[config.mk]
export PLATFORM = sky130hd
export DESIGN_NAME = best_fit_block_allocator
export DESIGN_NICKNAME = d
export VERILOG_FILES = /design/src/rtl/bfba_pkg.sv /design/src/rtl/bfba_dp.sv /design/src/rtl/bfba_ctrl.sv /design/src/rtl/best_fit_block_allocator.sv
export SDC_FILE = /design/constraint.sdc
export NUM_CORES = 1
export LEC_CHECK = 0
export ABC_AREA = 0
export BUFFER_PORTS_ARGS = -buffer_cell sky130_fd_sc_hd__buf_2
export CAP_MARGIN = 20
export CORE_ASPECT_RATIO = 1.4
export CORE_MARGIN = 5
export CORE_UTILIZATION = 43
export DETAILED_ROUTE_END_ITERATION = 8
export PLACE_DENSITY = 0.56
export REMOVE_ABC_BUFFERS = 1
export SETUP_SLACK_MARGIN = 0.4
export SLEW_MARGIN = 30
export SYNTH_ARGS = -nofsm -noshare
export SYNTH_HDL_FRONTEND = slang
export SYNTH_SLANG_ARGS = --single-unit
[constraint.sdc]
create_clock -name clk -period 5.99 [get_ports clk]
set_input_delay 1.198 -clock clk [delete_from_list [all_inputs] [get_ports clk]]
set_output_delay 1.198 -clock clk [all_outputs]
set_load 0.03 [all_outputs]
[src/rtl/bfba_pkg.sv]
package bfba_pkg;

	localparam int NUM_BLOCKS_DEF = 16;

	localparam int OWNER_W = 8;
	localparam int SIZE_W  = 5;
	localparam int STAT_W  = 2;
	localparam int START_W = 4;
	localparam int LEN_W   = 5;
	localparam int CNT_W   = 5;

	localparam logic OP_ALLOC = 1'b0;
	localparam logic OP_FREE  = 1'b1;

	localparam logic [STAT_W-1:0] ST_ALLOCATED = 2'd0;
	localparam logic [STAT_W-1:0] ST_NO_FIT    = 2'd1;
	localparam logic [STAT_W-1:0] ST_FREED     = 2'd2;
	localparam logic [STAT_W-1:0] ST_NOT_FOUND = 2'd3;

	// controller to datapath
	typedef struct packed {
		logic start;    // latch request, clear scan state
		logic scan;     // walk the block map
		logic clr_cnt;  // rewind the shared counter
		logic fill;     // write owner into the chosen run
		logic load;     // load the result register
	} cmd_t;

	// datapath to controller
	typedef struct packed {
		logic scan_done;
		logic fit;
		logic fill_done;
	} sts_t;

endpackage

[src/rtl/bfba_dp.sv]
module bfba_dp #(
	parameter int NUM_BLOCKS = bfba_pkg::NUM_BLOCKS_DEF
) (
	input  logic                             clk,
	input  logic                             arst_n,
	input  bfba_pkg::cmd_t                   cmd,
	output bfba_pkg::sts_t                   sts,
	input  logic                             in_op,
	input  logic [bfba_pkg::OWNER_W-1:0]     in_owner,
	input  logic [bfba_pkg::SIZE_W-1:0]      in_size,
	output logic [bfba_pkg::STAT_W-1:0]      res_status,
	output logic [bfba_pkg::START_W-1:0]     res_start,
	output logic [bfba_pkg::LEN_W-1:0]       res_len,
	output logic [bfba_pkg::CNT_W-1:0]       res_freed
);

	localparam int IW = (NUM_BLOCKS > 1) ? $clog2(NUM_BLOCKS) : 1;
	localparam int CW = $clog2(NUM_BLOCKS + 1);
	localparam int LW = ((CW > bfba_pkg::SIZE_W) ? CW : bfba_pkg::SIZE_W) + 1;

	logic [bfba_pkg::OWNER_W-1:0] mem_q [NUM_BLOCKS];
	logic [NUM_BLOCKS-1:0]        valid_q;

	logic                         op_q;
	logic [bfba_pkg::OWNER_W-1:0] owner_q;
	logic [bfba_pkg::SIZE_W-1:0]  want_q;
	logic [CW-1:0]                cnt_q;

	logic                         pv_s1;
	logic [IW-1:0]                idx_s1;
	logic [bfba_pkg::OWNER_W-1:0] rdata_s1;
	logic                         vld_s1;

	logic [CW-1:0] run_len_q;
	logic [IW-1:0] run_start_q;
	logic [CW-1:0] best_len_q;
	logic [IW-1:0] best_start_q;
	logic          found_q;
	logic [CW-1:0] count_q;

	logic          issue;
	logic          is_free;
	logic          closes;
	logic [CW-1:0] cand_len;
	logic [IW-1:0] cand_start;
	logic          take;
	logic          match;
	logic [IW-1:0] waddr;

	assign issue = cmd.scan && (cnt_q != CW'(NUM_BLOCKS));
	assign is_free = !vld_s1;
	assign closes = !is_free || (idx_s1 == IW'(NUM_BLOCKS - 1));
	assign cand_len = is_free ? run_len_q + CW'(1) : run_len_q;
	assign cand_start = (is_free && run_len_q == '0) ? idx_s1 : run_start_q;
	assign take = closes && (want_q != '0) && (owner_q != '0)
		&& (LW'(cand_len) >= LW'(want_q))
		&& (!found_q || cand_len < best_len_q);
	assign match = vld_s1 && (rdata_s1 == owner_q) && (owner_q != '0);
	assign waddr = best_start_q + cnt_q[IW-1:0];

	assign sts.scan_done = (cnt_q == CW'(NUM_BLOCKS));
	assign sts.fit = (op_q == bfba_pkg::OP_ALLOC) && found_q;
	assign sts.fill_done = ((LW'(cnt_q) + LW'(1)) == LW'(want_q));

	// request registers
	always_ff @(posedge clk) begin
		if (cmd.start) begin
			op_q <= in_op;
			owner_q <= in_owner;
			want_q <= in_size;
		end
	end

	// shared scan / fill counter
	always_ff @(posedge clk or negedge arst_n) begin
		if (!arst_n) begin
			cnt_q <= '0;
		end else if (cmd.start || cmd.clr_cnt) begin
			cnt_q <= '0;
		end else if (issue || cmd.fill) begin
			cnt_q <= cnt_q + CW'(1);
		end
	end

	// map read, one entry per cycle
	always_ff @(posedge clk) begin
		if (issue) begin
			rdata_s1 <= mem_q[cnt_q[IW-1:0]];
			vld_s1 <= valid_q[cnt_q[IW-1:0]];
			idx_s1 <= cnt_q[IW-1:0];
		end
	end

	always_ff @(posedge clk or negedge arst_n) begin
		if (!arst_n) begin
			pv_s1 <= 1'b0;
		end else begin
			pv_s1 <= issue;
		end
	end

	// map write during fill
	always_ff @(posedge clk) begin
		if (cmd.fill) begin
			mem_q[waddr] <= owner_q;
		end
	end

	always_ff @(posedge clk or negedge arst_n) begin
		if (!arst_n) begin
			valid_q <= '0;
		end else if (cmd.fill) begin
			valid_q[waddr] <= 1'b1;
		end else if (pv_s1 && op_q == bfba_pkg::OP_FREE && match) begin
			valid_q[idx_s1] <= 1'b0;
		end
	end

	// run tracking and free counting
	always_ff @(posedge clk or negedge arst_n) begin
		if (!arst_n) begin
			run_len_q <= '0;
			found_q <= 1'b0;
			count_q <= '0;
		end else if (cmd.start) begin
			run_len_q <= '0;
			found_q <= 1'b0;
			count_q <= '0;
		end else if (pv_s1) begin
			if (op_q == bfba_pkg::OP_ALLOC) begin
				if (take) begin
					found_q <= 1'b1;
				end
				if (closes) begin
					run_len_q <= '0;
				end else begin
					run_len_q <= cand_len;
				end
			end else if (match) begin
				count_q <= count_q + CW'(1);
			end
		end
	end

	always_ff @(posedge clk) begin
		if (pv_s1 && op_q == bfba_pkg::OP_ALLOC) begin
			run_start_q <= cand_start;
			if (take) begin
				best_len_q <= cand_len;
				best_start_q <= cand_start;
			end
		end
	end

	// result register
	always_ff @(posedge clk) begin
		if (cmd.load) begin
			res_start <= '0;
			res_len <= '0;
			res_freed <= '0;
			if (op_q == bfba_pkg::OP_ALLOC) begin
				if (found_q) begin
					res_status <= bfba_pkg::ST_ALLOCATED;
					res_start <= bfba_pkg::START_W'(8'(best_start_q));
					res_len <= bfba_pkg::LEN_W'(8'(best_len_q));
				end else begin
					res_status <= bfba_pkg::ST_NO_FIT;
				end
			end else if (count_q != '0) begin
				res_status <= bfba_pkg::ST_FREED;
				res_freed <= bfba_pkg::CNT_W'(8'(count_q));
			end else begin
				res_status <= bfba_pkg::ST_NOT_FOUND;
			end
		end
	end

endmodule

[src/rtl/bfba_ctrl.sv]
module bfba_ctrl (
	input  logic           clk,
	input  logic           arst_n,
	input  logic           s_tvalid,
	output logic           s_tready,
	output logic           m_tvalid,
	input  logic           m_tready,
	input  bfba_pkg::sts_t sts,
	output bfba_pkg::cmd_t cmd
);

	localparam logic [2:0] S_IDLE  = 3'd0;
	localparam logic [2:0] S_SCAN  = 3'd1;
	localparam logic [2:0] S_CHECK = 3'd2;
	localparam logic [2:0] S_FILL  = 3'd3;
	localparam logic [2:0] S_DONE  = 3'd4;

	logic [2:0] state_q;
	logic [2:0] state_nx;
	logic       out_valid_q;
	logic       slot_free;

	assign slot_free = !out_valid_q || m_tready;
	assign s_tready = (state_q == S_IDLE);
	assign m_tvalid = out_valid_q;

	always_comb begin
		cmd = '0;
		state_nx = state_q;
		case (state_q)
			S_IDLE: begin
				if (s_tvalid) begin
					cmd.start = 1'b1;
					state_nx = S_SCAN;
				end
			end
			S_SCAN: begin
				cmd.scan = 1'b1;
				if (sts.scan_done) begin
					state_nx = S_CHECK;
				end
			end
			S_CHECK: begin
				cmd.clr_cnt = 1'b1;
				state_nx = sts.fit ? S_FILL : S_DONE;
			end
			S_FILL: begin
				cmd.fill = 1'b1;
				if (sts.fill_done) begin
					state_nx = S_DONE;
				end
			end
			S_DONE: begin
				if (slot_free) begin
					cmd.load = 1'b1;
					state_nx = S_IDLE;
				end
			end
			default: begin
				state_nx = S_IDLE;
			end
		endcase
	end

	always_ff @(posedge clk or negedge arst_n) begin
		if (!arst_n) begin
			state_q <= S_IDLE;
			out_valid_q <= 1'b0;
		end else begin
			state_q <= state_nx;
			if (cmd.load) begin
				out_valid_q <= 1'b1;
			end else if (m_tready) begin
				out_valid_q <= 1'b0;
			end
		end
	end

endmodule

[src/rtl/best_fit_block_allocator.sv]
// best-fit contiguous block allocator over a map of NUM_BLOCKS owner entries
// a request passes the map walk, the fit decision and, for a successful allocation,
// a fill of request_size entries before its result is loaded for the result channel
// a new request is taken only once the last result is loaded, and a stalled result
// channel holds the block in its done state; the map walk reads one entry per cycle
// reset: arst_n clears all entry valid bits at once, every block reads free
module best_fit_block_allocator #(
	parameter int NUM_BLOCKS = bfba_pkg::NUM_BLOCKS_DEF
) (
	input  logic        clk,
	input  logic        arst_n,
	// request channel
	input  logic        s_tvalid,
	output logic        s_tready,
	input  logic [15:0] s_tdata,   // owner_id [7:0], request_size [12:8], zero pad
	input  logic        s_tuser,   // operation: 0 allocate, 1 free
	// result channel
	output logic        m_tvalid,
	input  logic        m_tready,
	output logic [15:0] m_tdata,   // start_index [3:0], chosen_run_length [8:4],
	                               // freed_count [13:9], zero pad
	output logic [1:0]  m_tuser    // status
);

	bfba_pkg::cmd_t cmd;
	bfba_pkg::sts_t sts;

	logic [bfba_pkg::STAT_W-1:0]  res_status;
	logic [bfba_pkg::START_W-1:0] res_start;
	logic [bfba_pkg::LEN_W-1:0]   res_len;
	logic [bfba_pkg::CNT_W-1:0]   res_freed;

	// sequencer: idle, map walk, fit decision, fill, result hand-off
	bfba_ctrl u_ctrl (
		.clk      (clk),
		.arst_n   (arst_n),
		.s_tvalid (s_tvalid),
		.s_tready (s_tready),
		.m_tvalid (m_tvalid),
		.m_tready (m_tready),
		.sts      (sts),
		.cmd      (cmd)
	);

	// block map, run tracking and result register
	bfba_dp #(
		.NUM_BLOCKS (NUM_BLOCKS)
	) u_dp (
		.clk        (clk),
		.arst_n     (arst_n),
		.cmd        (cmd),
		.sts        (sts),
		.in_op      (s_tuser),
		.in_owner   (s_tdata[7:0]),
		.in_size    (s_tdata[12:8]),
		.res_status (res_status),
		.res_start  (res_start),
		.res_len    (res_len),
		.res_freed  (res_freed)
	);

	// result packing, lowest field first
	assign m_tdata = {2'b00, res_freed, res_len, res_start};
	assign m_tuser = res_status;

endmodule

==> results of run 1 <==
## report_power, final
part	leakage, nW	switching [mW]	internal [mW]
Sequential	2.13	0.139	1.88
Combinational	1.39	0.745	0.521
Clock	0.329	0.543	0.762
Total	3.85	1.43	3.17
## sequential cells by signal, summed over array words and instances (netlist names), 2 cells and up
signal,flops
u_ctrl.state_q,3
u_dp.best_len_q,5
u_dp.best_start_q,4
u_dp.cnt_q,5
u_dp.count_q,5
u_dp.idx_s1,4
u_dp.mem_q,128
u_dp.owner_q,8
u_dp.rdata_s1,8
u_dp.res_freed,5
u_dp.res_len,5
u_dp.res_start,4
u_dp.res_status,2
u_dp.run_len_q,5
u_dp.run_start_q,4
u_dp.valid_q,16
u_dp.want_q,5
## worst min path at each step
stage	slack [ns]	cells past startpoint	to
6_report	0.50	2	u_dp.valid_q[5]
5_1_grt	0.53	2	u_dp.valid_q[5]
2_1_floorplan	0.46	2	u_dp.valid_q[6]
3_3_place_gp	0.48	2	u_dp.valid_q[4]
4_1_cts	0.50	2	u_dp.valid_q[5]
3_5_place_dp	0.49	2	u_dp.valid_q[5]
## routing by layer
layer  vias to the layer above  track usage  wire, µm
li1                       2436            -         -
met1                      2624        0.183      7510
met2                       118        0.306     11100
met3                        38       0.0235       797
met4                         0       0.0662       695
met5                         -            0         0
## worst min-delay path, cell delays in order, from the launching register on
cell and delay (ns):
dfrtp_1 0.34, o41ai_1 0.06, o21ai_0 0.06
## cell families after synthesis
kind of cell | count (synthesis) | synth area share
compound gates | 95 | 0.0675
simple gates | 151 | 0.0839
buf+inv | 60 | 0.0271
fa+ha+maj | 19 | 0.0257
flops | 221 | 0.677
mux | 47 | 0.0979
other cells | 1 | 0.000394
xor+xnor | 22 | 0.0202
## synthesized netlist by cell type (12+ instances only)
| cell type | instances | area share |
|---|---|---|
| nand2_1 | 46 | 0.018 |
| xor2_1 | 16 | 0.015 |
| clkbuf_1 | 15 | 0.0059 |
| nor2_1 | 29 | 0.011 |
| ha_1 | 18 | 0.024 |
| o21ai_0 | 22 | 0.012 |
| edfxtp_1 | 184 | 0.58 |
| a21oi_1 | 12 | 0.0063 |
| nor2b_1 | 14 | 0.0092 |
| inv_1 | 33 | 0.013 |
| mux4_2 | 36 | 0.085 |
| dfrtp_1 | 37 | 0.097 |
## cell type report
cell class	instances	area share
Sequential cell	221	0.604
Clock buffer	34	0.0586
Multi-Input combinational cell	336	0.265
Inverter	34	0.0119
Tap cell	297	0.0348
Timing Repair Buffer	42	0.0215
Clock inverter	6	0.00480
==> results by group, run 1 <==
Status
  – Status: completed

Setup path
  – CP delay by family, top: simple AND/OR/NAND/NOR gates
  – Crit-path max cell delay: roughly 0.66 ns
  – Worst setup EP type: flip-flop
  – RR Startpoint: u_dp.best_start_q[0]
  – Slowest library cell on the worst path: nor2_1
  – Critical path endpoint: u_dp.mem_q[9][4]
  – Crit. path cell count: 6
  – Worst Path Arrival: 3.25 ns
  – CP Launch Point: u_dp.best_start_q[0]
  – FF-to-FF path depth: 6
  – Worst reg2reg endpoint: u_dp.mem_q[9][4]
  – Worst path required time: between 6 and 7 ns
  – Bufs and invs on worst path: 0
  – Critical path peak fanout: 8
  – Reg2Reg Setup Slack: 2.85 ns
  – Crit path kind: reg2reg
  – Worst setup SP type: flip-flop
  – CP cell instances: ha_1 -> fa_1 -> nor4bb_1 -> nand2_1 -> mux2_2 -> nor2_1

Pwr
  – Leak: between 3 and 4 nW
  – Max rail drop VDD: ~0.23 mV
  – Power per standard cell area: 430 nW/µm²
  – Final total power: 4.60 mW

Route
  – Via-per-instance ratio: 5.38
  – Post-Route WL: ~20000 µm
  – Avg WL per Cell: 20.7 µm
  – Via count: 5216
  – Routed Antenna Nets: 0
  – DRC Markers: 0
  – DR iter-0 viols: between 200 and 250
  – Pre-Repair DR Iteration Count: 4

Timing
  – Final Max Slew Viols: 0
  – RSZ-0062 raised after global routing: no
  – WHS: between 0.4 and 0.5 ns
  – Fin worst setup slack: 2.85 ns
  – Final hold vios: 0
  – Fmax achieved: approximately 320 MHz
  – Skew final: 0.00578 ns
  – Count of final setup violators: 0
  – Min cycle time layout: approximately 3.1 ns
  – Post-route setup TNS: 0 ns
  – Worst relative slew slack: 0.401
  – Transition time at the pin with the least slew margin: 0.892 ns
  – Crit share post-route: 0.523

Placed design
  – Count of buffers from port buffering: 35
  – DP Area: 10000 µm²
  – Final GP Congestion: a little under 0.8
  – Place WS: roughly 2.8 ns
  – Placed insts: 930
  – Hpwl dp: 13300 µm

Yosys
  – Ys flop type: edfxtp_1
  – Synthesized instance count: 616
  – Yosys reg bits: between 200 and 250
  – Post-synth EDFFs: approximately 180
  – Register area share after synthesis: 0.677
  – Synth unique cells: just over 60
  – Yosys warnings: 0
  – Mean Syn Cell Area: 15.5 µm²
  – Asr flop ratio synth: 0.167
  – Cell Area, Synth: approximately 9500 µm²

CTS
  – Post-CTS Hold Buffers: 0
  – CTS tree: built
  – # resized after CTS: 0
  – Maximum buffer depth of the clock tree: 3
  – Clk root buf: clkbuf_16
  – Skew-Pair Late Insertion Delay: 0.49 ns
  – Setup bufs post-CTS: 0
  – # clock sinks: 221
  – # H-tree levels: 1
  – Clock slew seen by the registers of the worst setup and hold paths: ~0.060 ns
  – CTS buffer count: 22

Global route
  – Largest net degree at the start of global routing: 48
  – Remaining global-route overflow: 0
  – Initial antenna violation count: 0
  – Number of global-route vias before repair: around 5500
  – First-pass GRT wire length: 31000 µm
  – GRT Resource Usage Total: 0.162

Cells and area
  – Post-Route Utilization: 0.489
  – Number of diodes: 0
  – Layout cell share with drive strength beyond 1: 0.189
  – Fill count: ~1900
  – FF/Latch Area: 6450 µm²
  – Area of the multi-input gates: 2830 µm²
  – Final nets: between 600 and 700
  – Final instance area: between 10000 and 15000 µm²
  – Number of cells in the finished layout apart from fillers: 970
  – Commonest cells after routing, fill and taps aside: edfxtp_1 (184), nand2_1 (46), mux4_2 (36), dfrtp_1 (36), buf_2 (34)
  – Most common cell after layout, fill and taps aside: edfxtp_1
  – Area delta synth->final: 12.2%

Floorplanning
  – Die X: 136 µm
  – Row count: 64
  – Io pins: 41
  – Starting Density: 0.436
  – Die Y: 186 µm
  – Core area: roughly 22000 µm²
  – Die area: 25300 µm²

Hold path
  – Hold path start: u_dp.valid_q[5]
  – Hold Path Class: reg2reg

Job
  – Max-cap viol count: 0
Power figures use the tool's default switching activity.
==> inputs of run 2 (changes only) <==
--- a/config.mk
+++ b/config.mk
@@ -5,14 +5,14 @@
 export SDC_FILE = /design/constraint.sdc
 export NUM_CORES = 1
 export LEC_CHECK = 0
-export ABC_AREA = 0
+export ABC_AREA = 1
 export BUFFER_PORTS_ARGS = -buffer_cell sky130_fd_sc_hd__buf_2
 export CAP_MARGIN = 20
 export CORE_ASPECT_RATIO = 1.4
 export CORE_MARGIN = 5
 export CORE_UTILIZATION = 43
 export DETAILED_ROUTE_END_ITERATION = 8
-export PLACE_DENSITY = 0.56
+export PLACE_DENSITY = 0.58
 export REMOVE_ABC_BUFFERS = 1
 export SETUP_SLACK_MARGIN = 0.4
 export SLEW_MARGIN = 30
==> constraint.sdc (replaced) <==
create_clock -name clk -period 2.7 [get_ports clk]
set_input_delay 0.54 -clock clk [delete_from_list [all_inputs] [get_ports clk]]
set_output_delay 0.54 -clock clk [all_outputs]
set_load 0.03 [all_outputs]
==> results by group, run 2 <==
Status
  – Status: finished, violations left
  – Failing checks: negative hold slack

Route
  – M1 WL: between 9000 and 10000 µm
  – Met2 Routed Length: 12600 µm
  – DR iter-0 viols: around 370
  – DRC Markers: 0
  – Via-per-instance ratio: between 5 and 6
  – Highest Signal Layer: met4
  – Pre-Repair DR Iteration Count: 5
  – Wire length on met3: 862 µm
  – Routed Antenna Nets: 0
  – Avg WL per Cell: 17.9 µm
  – Post-Route WL: between 20000 and 25000 µm
  – Via count: 6674

Setup path
  – Worst path required time: between 2 and 3 ns
  – Worst setup EP type: flip-flop
  – Worst Path Arrival: 2.51 ns
  – Crit path kind: reg2reg
  – Critical path peak fanout: 4
  – Worst setup SP type: flip-flop

Yosys
  – Ys flop type: edfxtp_1
  – Mean Syn Cell Area: 10.7 µm²
  – Post-synth top area share: 0.568
  – Most frequent cells after synthesis: edfxtp_1 (184), nand2_1 (162), nor2_1 (147), inv_1 (97), o21ai_0 (90)
  – Synth unique cells: 35
  – Synthesized instance count: 914
  – Post-synth EDFFs: ~180
  – Yosys warnings: 0
  – Top post-synthesis cells by area: edfxtp_1 (57%), dfrtp_1 (9.5%), nand2_1 (6.2%), nor2_1 (5.7%), o21ai_0 (4.6%)
  – Cell Area, Synth: 9730 µm²
  – Synth area leader: edfxtp_1
  – Yosys reg bits: 221
  – Most common cell in the netlist: edfxtp_1
  – Register area share after synthesis: 0.663
  – Asr flop ratio synth: 0.167

Pwr
  – Final total power: roughly 11 mW
  – Leak: 4.53 nW
  – Max rail drop VDD: approximately 0.6 mV
  – Power per standard cell area: 969 nW/µm²

Cells and area
  – Fill count: 2062
  – Largest register FFs: around 130
  – Largest regs: u_dp.mem_q x128, u_dp.valid_q x16
  – Area delta synth->final: 17.8%
  – Final nets: 1040
  – Post-Route Utilization: 0.511
  – Commonest cells after routing, fill and taps aside: edfxtp_1 (184), nand2_1 (161), nor2_1 (139)
  – Most common cell after layout, fill and taps aside: edfxtp_1
  – Layout cell share with drive strength beyond 1: 0.168
  – Number of diodes: 0
  – Final instance area: 11500 µm²
  – Top reg by flops: u_dp.mem_q

Placed design
  – Count of buffers from port buffering: 35
  – DP Area: 10500 µm²
  – Final GP Congestion: 0.841
  – Place WS: 0.262 ns
  – Hpwl dp: 15200 µm

CTS
  – Clock slew seen by the registers of the worst setup and hold paths: 0.06 ns
  – Maximum buffer depth of the clock tree: 3
  – CTS buffer count: 22
  – # clock sinks: 221
  – Skew-Pair Late Insertion Delay: 0.50 ns
  – Post-CTS Hold Buffers: 0
  – Clk root buf: clkbuf_16
  – # H-tree levels: 1
  – CTS tree: built

Timing
  – Transition time at the pin with the least slew margin: roughly 0.65 ns
  – Fmax achieved: 435 MHz
  – Min cycle time layout: 2.30 ns
  – Count of final setup violators: 0
  – Crit share post-route: 0.851
  – WHS: -0.0141 ns
  – Final hold vios: 17
  – Skew final: ~0.014 ns
  – Fin worst setup slack: 0.402 ns
  – RSZ-0062 raised after global routing: yes
  – Post-route setup TNS: 0 ns
  – Final Max Slew Viols: 0
  – Worst relative slew slack: 0.564

Floorplanning
  – Io pins: 41
  – Starting Density: 0.434
  – Die Y: 188 µm
  – Core area: 22400 µm²
  – Row count: 65
  – Die area: 25800 µm²
  – Die X: between 100 and 150 µm

Job
  – Max-cap viol count: 0

Global route
  – Largest net degree at the start of global routing: a little under 80
  – GRT Resource Usage Total: 0.183
  – Remaining global-route overflow: 0
  – First-pass GRT wire length: between 30000 and 40000 µm
  – Initial antenna violation count: 0
  – Number of global-route vias before repair: 6645

Hold path
  – Hold Path Class: in2async
run 2: metal layers:
metal / vias up / track usage
met4: 0 / 0.0557
met5: - / 0
met2: 118 / 0.335
met1: 3229 / 0.220
li1: 3288 / -
met3: 39 / 0.0231
run 2: area by class of cell:
| cell class | count | area [µm²] | area share |
|---|---|---|---|
| timing repair buffer | 91 | 659 | 0.0575 |
| inverter | 110 | 419 | 0.0366 |
| clock buffer | 29 | 598 | 0.0522 |
| multi-input combinational | 553 | 2840 | 0.248 |
| clock inverter | 11 | 110 | 0.00961 |
| tap | 301 | 377 | 0.0329 |
| timing repair inverter | 1 | 7.51 | 0.000655 |
| sequential | 221 | 6450 | 0.563 |
run 2: final timing paths:
path | startpoint | end | slack, ns | cells after the start
min reg2reg | u_dp.valid_q[13] | u_dp.valid_q[13] | 0.47 | 2
min | arst_n | u_dp.count_q[0] | -0.01 | 1
max reg2reg | u_dp.run_len_q[0] | u_dp.best_start_q[3] | 0.40 | 11
min in group clk | s_tdata[4] | u_dp.owner_q[4] | 0.21 | 1
max | u_dp.run_len_q[0] | u_dp.best_start_q[3] | 0.40 | 11
max in group asynchronous | arst_n | u_dp.valid_q[4] | 2.06 | 2
run 2: stage by stage:
stage                     hold WS (ns)  std cells
after floorplan                  0.244        884
after global placement           0.452       1262
after detailed placement         0.458       1262
after CTS                     0.000258       1305
after global routing           0.00797       1317
final                          -0.0141       1317
run 2: cells by family after synthesis:
| family | count (synthesis) | share of synthesized area |
|---|---|---|
| DFF | 221 | 0.663 |
| AOI/OAI and AO/OA | 145 | 0.0853 |
| adders and majority gates | 19 | 0.0252 |
| other | 1 | 0.000385 |
| xor gates and xnor gates | 6 | 0.00540 |
| buffers and inverters | 141 | 0.0569 |
| and+or+nand+nor | 381 | 0.164 |
run 2: what timing repair did:
action	in CTS	in global routing
endpoints found under the setup margin	26	129
pin swaps	8	10
resized for setup	13	37
setup buffers	2	7
gates cloned	1	5
run 2: critical path, stage by stage, from the launching register on:
cell,delay [ns]
dfrtp_1,0.40
ha_2,0.21
nand3_2,0.09
nor2_2,0.10
xor2_1,0.21
ha_1,0.29
a21oi_1,0.13
o21a_1,0.13
o21ai_1,0.06
nand2_1,0.12
nand3_4,0.13
clkinvlp_4,0.14
run 2: power by group:
group          leakage (nW)  total, mW  switching (mW)  internal [mW]
clock network         0.340       3.01            1.25           1.76
registers              2.17       4.60           0.256           4.34
logic                  2.02       3.50            2.45           1.06
==> inputs of run 3 (changes only) <==
--- a/config.mk
+++ b/config.mk
@@ -12,6 +12,7 @@
 export CORE_MARGIN = 5
 export CORE_UTILIZATION = 43
 export DETAILED_ROUTE_END_ITERATION = 8
+export MAX_ROUTING_LAYER = met4
 export PLACE_DENSITY = 0.58
 export REMOVE_ABC_BUFFERS = 1
 export SETUP_SLACK_MARGIN = 0.4
==> results by group, run 3 (same netlist as run 2, synthesis figures left out) <==
Placed design
  – Hpwl dp: 15200 µm
  – Count of buffers from port buffering: 35
  – DP Area: 10500 µm²
  – Final GP Congestion: about 0.85

Global route
  – Met3 usage: 0.0225
  – Largest net degree at the start of global routing: 79
  – Met1 Use GR: 0.220
  – Initial antenna violation count: 0
  – GRT Resource Usage Total: 0.188
  – M2 GR Usage: 0.336
  – First-pass GRT wire length: 36300 µm
  – Remaining global-route overflow: 0
  – Number of global-route vias before repair: approximately 6600
  – Most Crowded Layer GR: met2

Cells and area
  – Final instance area: 11500 µm²
  – Area delta synth->final: 17.8%
  – Top reg by flops: u_dp.mem_q
  – Number of diodes: 0
  – Largest register FFs: ~130
  – Fill count: just over 2000
  – Area of the multi-input gates: about 2800 µm²
  – Largest regs: u_dp.mem_q x128, u_dp.valid_q x16
  – Layout cell share with drive strength beyond 1: 0.168
  – Commonest cells after routing, fill and taps aside: edfxtp_1 (184), nand2_1 (161), nor2_1 (139)
  – Most common cell after layout, fill and taps aside: edfxtp_1
  – Final nets: 1040
  – FF/Latch Area: around 6500 µm²
  – Post-Route Utilization: 0.511

Job
  – Max-cap viol count: 0

Timing
  – Min cycle time layout: 2.30 ns
  – Final hold vios: 17
  – Skew final: between 0.01 and 0.015 ns
  – Transition time at the pin with the least slew margin: 0.663 ns
  – Worst relative slew slack: 0.557
  – Crit share post-route: 0.852
  – RSZ-0062 raised after global routing: yes
  – WHS: -0.0147 ns
  – Count of final setup violators: 0
  – Final Max Slew Viols: 0
  – Fmax achieved: 434 MHz

CTS
  – CTS tree: built
  – CTS buffer count: 22
  – Maximum buffer depth of the clock tree: 3
  – Skew-Pair Late Insertion Delay: 0.50 ns
  – Clk root buf: clkbuf_16
  – # clock sinks: 221
  – Clock slew seen by the registers of the worst setup and hold paths: 0.06 ns
  – Post-CTS Hold Buffers: 0
  – # H-tree levels: 1

Setup path
  – Worst setup SP type: flip-flop
  – Worst path required time: 2.91 ns
  – Crit path kind: reg2reg
  – Critical path peak fanout: 4
  – Reg2Reg Setup Slack: 0.40 ns
  – Worst setup EP type: flip-flop
  – FF-to-FF path depth: 11
  – Worst reg2reg endpoint: u_dp.best_start_q[3]
  – Worst Path Arrival: 2.51 ns
  – RR Startpoint: u_dp.run_len_q[0]

Floorplanning
  – Die Y: ~190 µm
  – Die area: approximately 26000 µm²
  – Row count: 65
  – Starting Density: 0.434
  – Io pins: 41
  – Die X: 137 µm
  – Core area: 22400 µm²

Route
  – Avg WL per Cell: 17.9 µm
  – DRC Markers: 0
  – DR iter-0 viols: roughly 350
  – Post-Route WL: 23500 µm
  – Routed Antenna Nets: 0
  – Pre-Repair DR Iteration Count: 5
  – Via count: 6707
  – Via-per-instance ratio: 5.09

Pwr
  – Final total power: ~11 mW
  – Max rail drop VDD: 0.614 mV
  – Power per standard cell area: between 900 and 1000 nW/µm²
  – Leak: 4.53 nW

Status
  – Status: finished, violations left
  – Failing checks: negative hold slack

Hold path
  – Hold Path Class: in2async
run 3: routing by layer:
metal / wire (µm) / vias to the layer above / part of all wire
met1: 9360 / 3257 / 0.40
met5: 0 / - / 0
met4: 613 / 0 / 0.026
li1: - / 3290 / -
met2: 12700 / 123 / 0.54
met3: 843 / 37 / 0.036
run 3: layout make-up:
cell class	instances	share of cell area
tap	301	0.0329
timing repair buffer	91	0.0575
sequential	221	0.563
inverter	110	0.0366
multi-input combinational	553	0.248
clock buffer	29	0.0522
clock inverter	11	0.00961
timing repair inverter	1	0.000655
run 3: worst max path at each step:
| stage | slack (ns) | start | to | cells after the start |
|---|---|---|---|---|
| after floorplan | -1.0 | u_dp.cnt_q[0] | u_ctrl.state_q[0] | 13 |
| after global placement | 0.26 | u_dp.run_len_q[0] | u_dp.best_start_q[2] | 11 |
| after detailed placement | 0.26 | u_dp.run_len_q[0] | u_dp.best_start_q[3] | 11 |
| after CTS | 0.41 | u_dp.cnt_q[0] | u_dp.mem_q[3][3] | 7 |
| after global routing | 0.28 | u_dp.run_len_q[0] | u_dp.best_start_q[3] | 12 |
| final | 0.40 | u_dp.run_len_q[0] | u_dp.best_start_q[3] | 11 |
run 3: worst max-delay path, cell delays in order, from the launching register on:
cell and delay [ns]:
dfrtp_1 0.40, ha_2 0.21, nand3_2 0.09, nor2_2 0.10
xor2_1 0.21, ha_1 0.29, a21oi_1 0.13, o21a_1 0.13
o21ai_1 0.06, nand2_1 0.12, nand3_4 0.13, clkinvlp_4 0.15
run 3: what timing repair did:
item                                    CTS  global route
buffers inserted                          2             7
endpoints found under the setup margin   26           129
pin swaps                                 8            10
cloned                                    1             5
gates resized for setup                  13            37
run 3: per-stage QoR:
step | setup TNS [ns] | instances | worst slack (ns) | hold slack, ns
after global routing | 0 | 1317 | 0.276 | 0.00793
final | 0 | 1317 | 0.398 | -0.0147
after global placement | 0 | 1262 | 0.265 | 0.452
after CTS | 0 | 1305 | 0.412 | 0.000258
after detailed placement | 0 | 1262 | 0.262 | 0.458
after floorplan | -85.05 | 884 | -0.999 | 0.244
run 3: power by group:
part	internal [mW]	switching [mW]	total, mW
Sequential	4.34	0.257	4.60
Clock	1.76	1.26	3.01
Combinational	1.06	2.44	3.50
Total	7.15	3.96	11.1
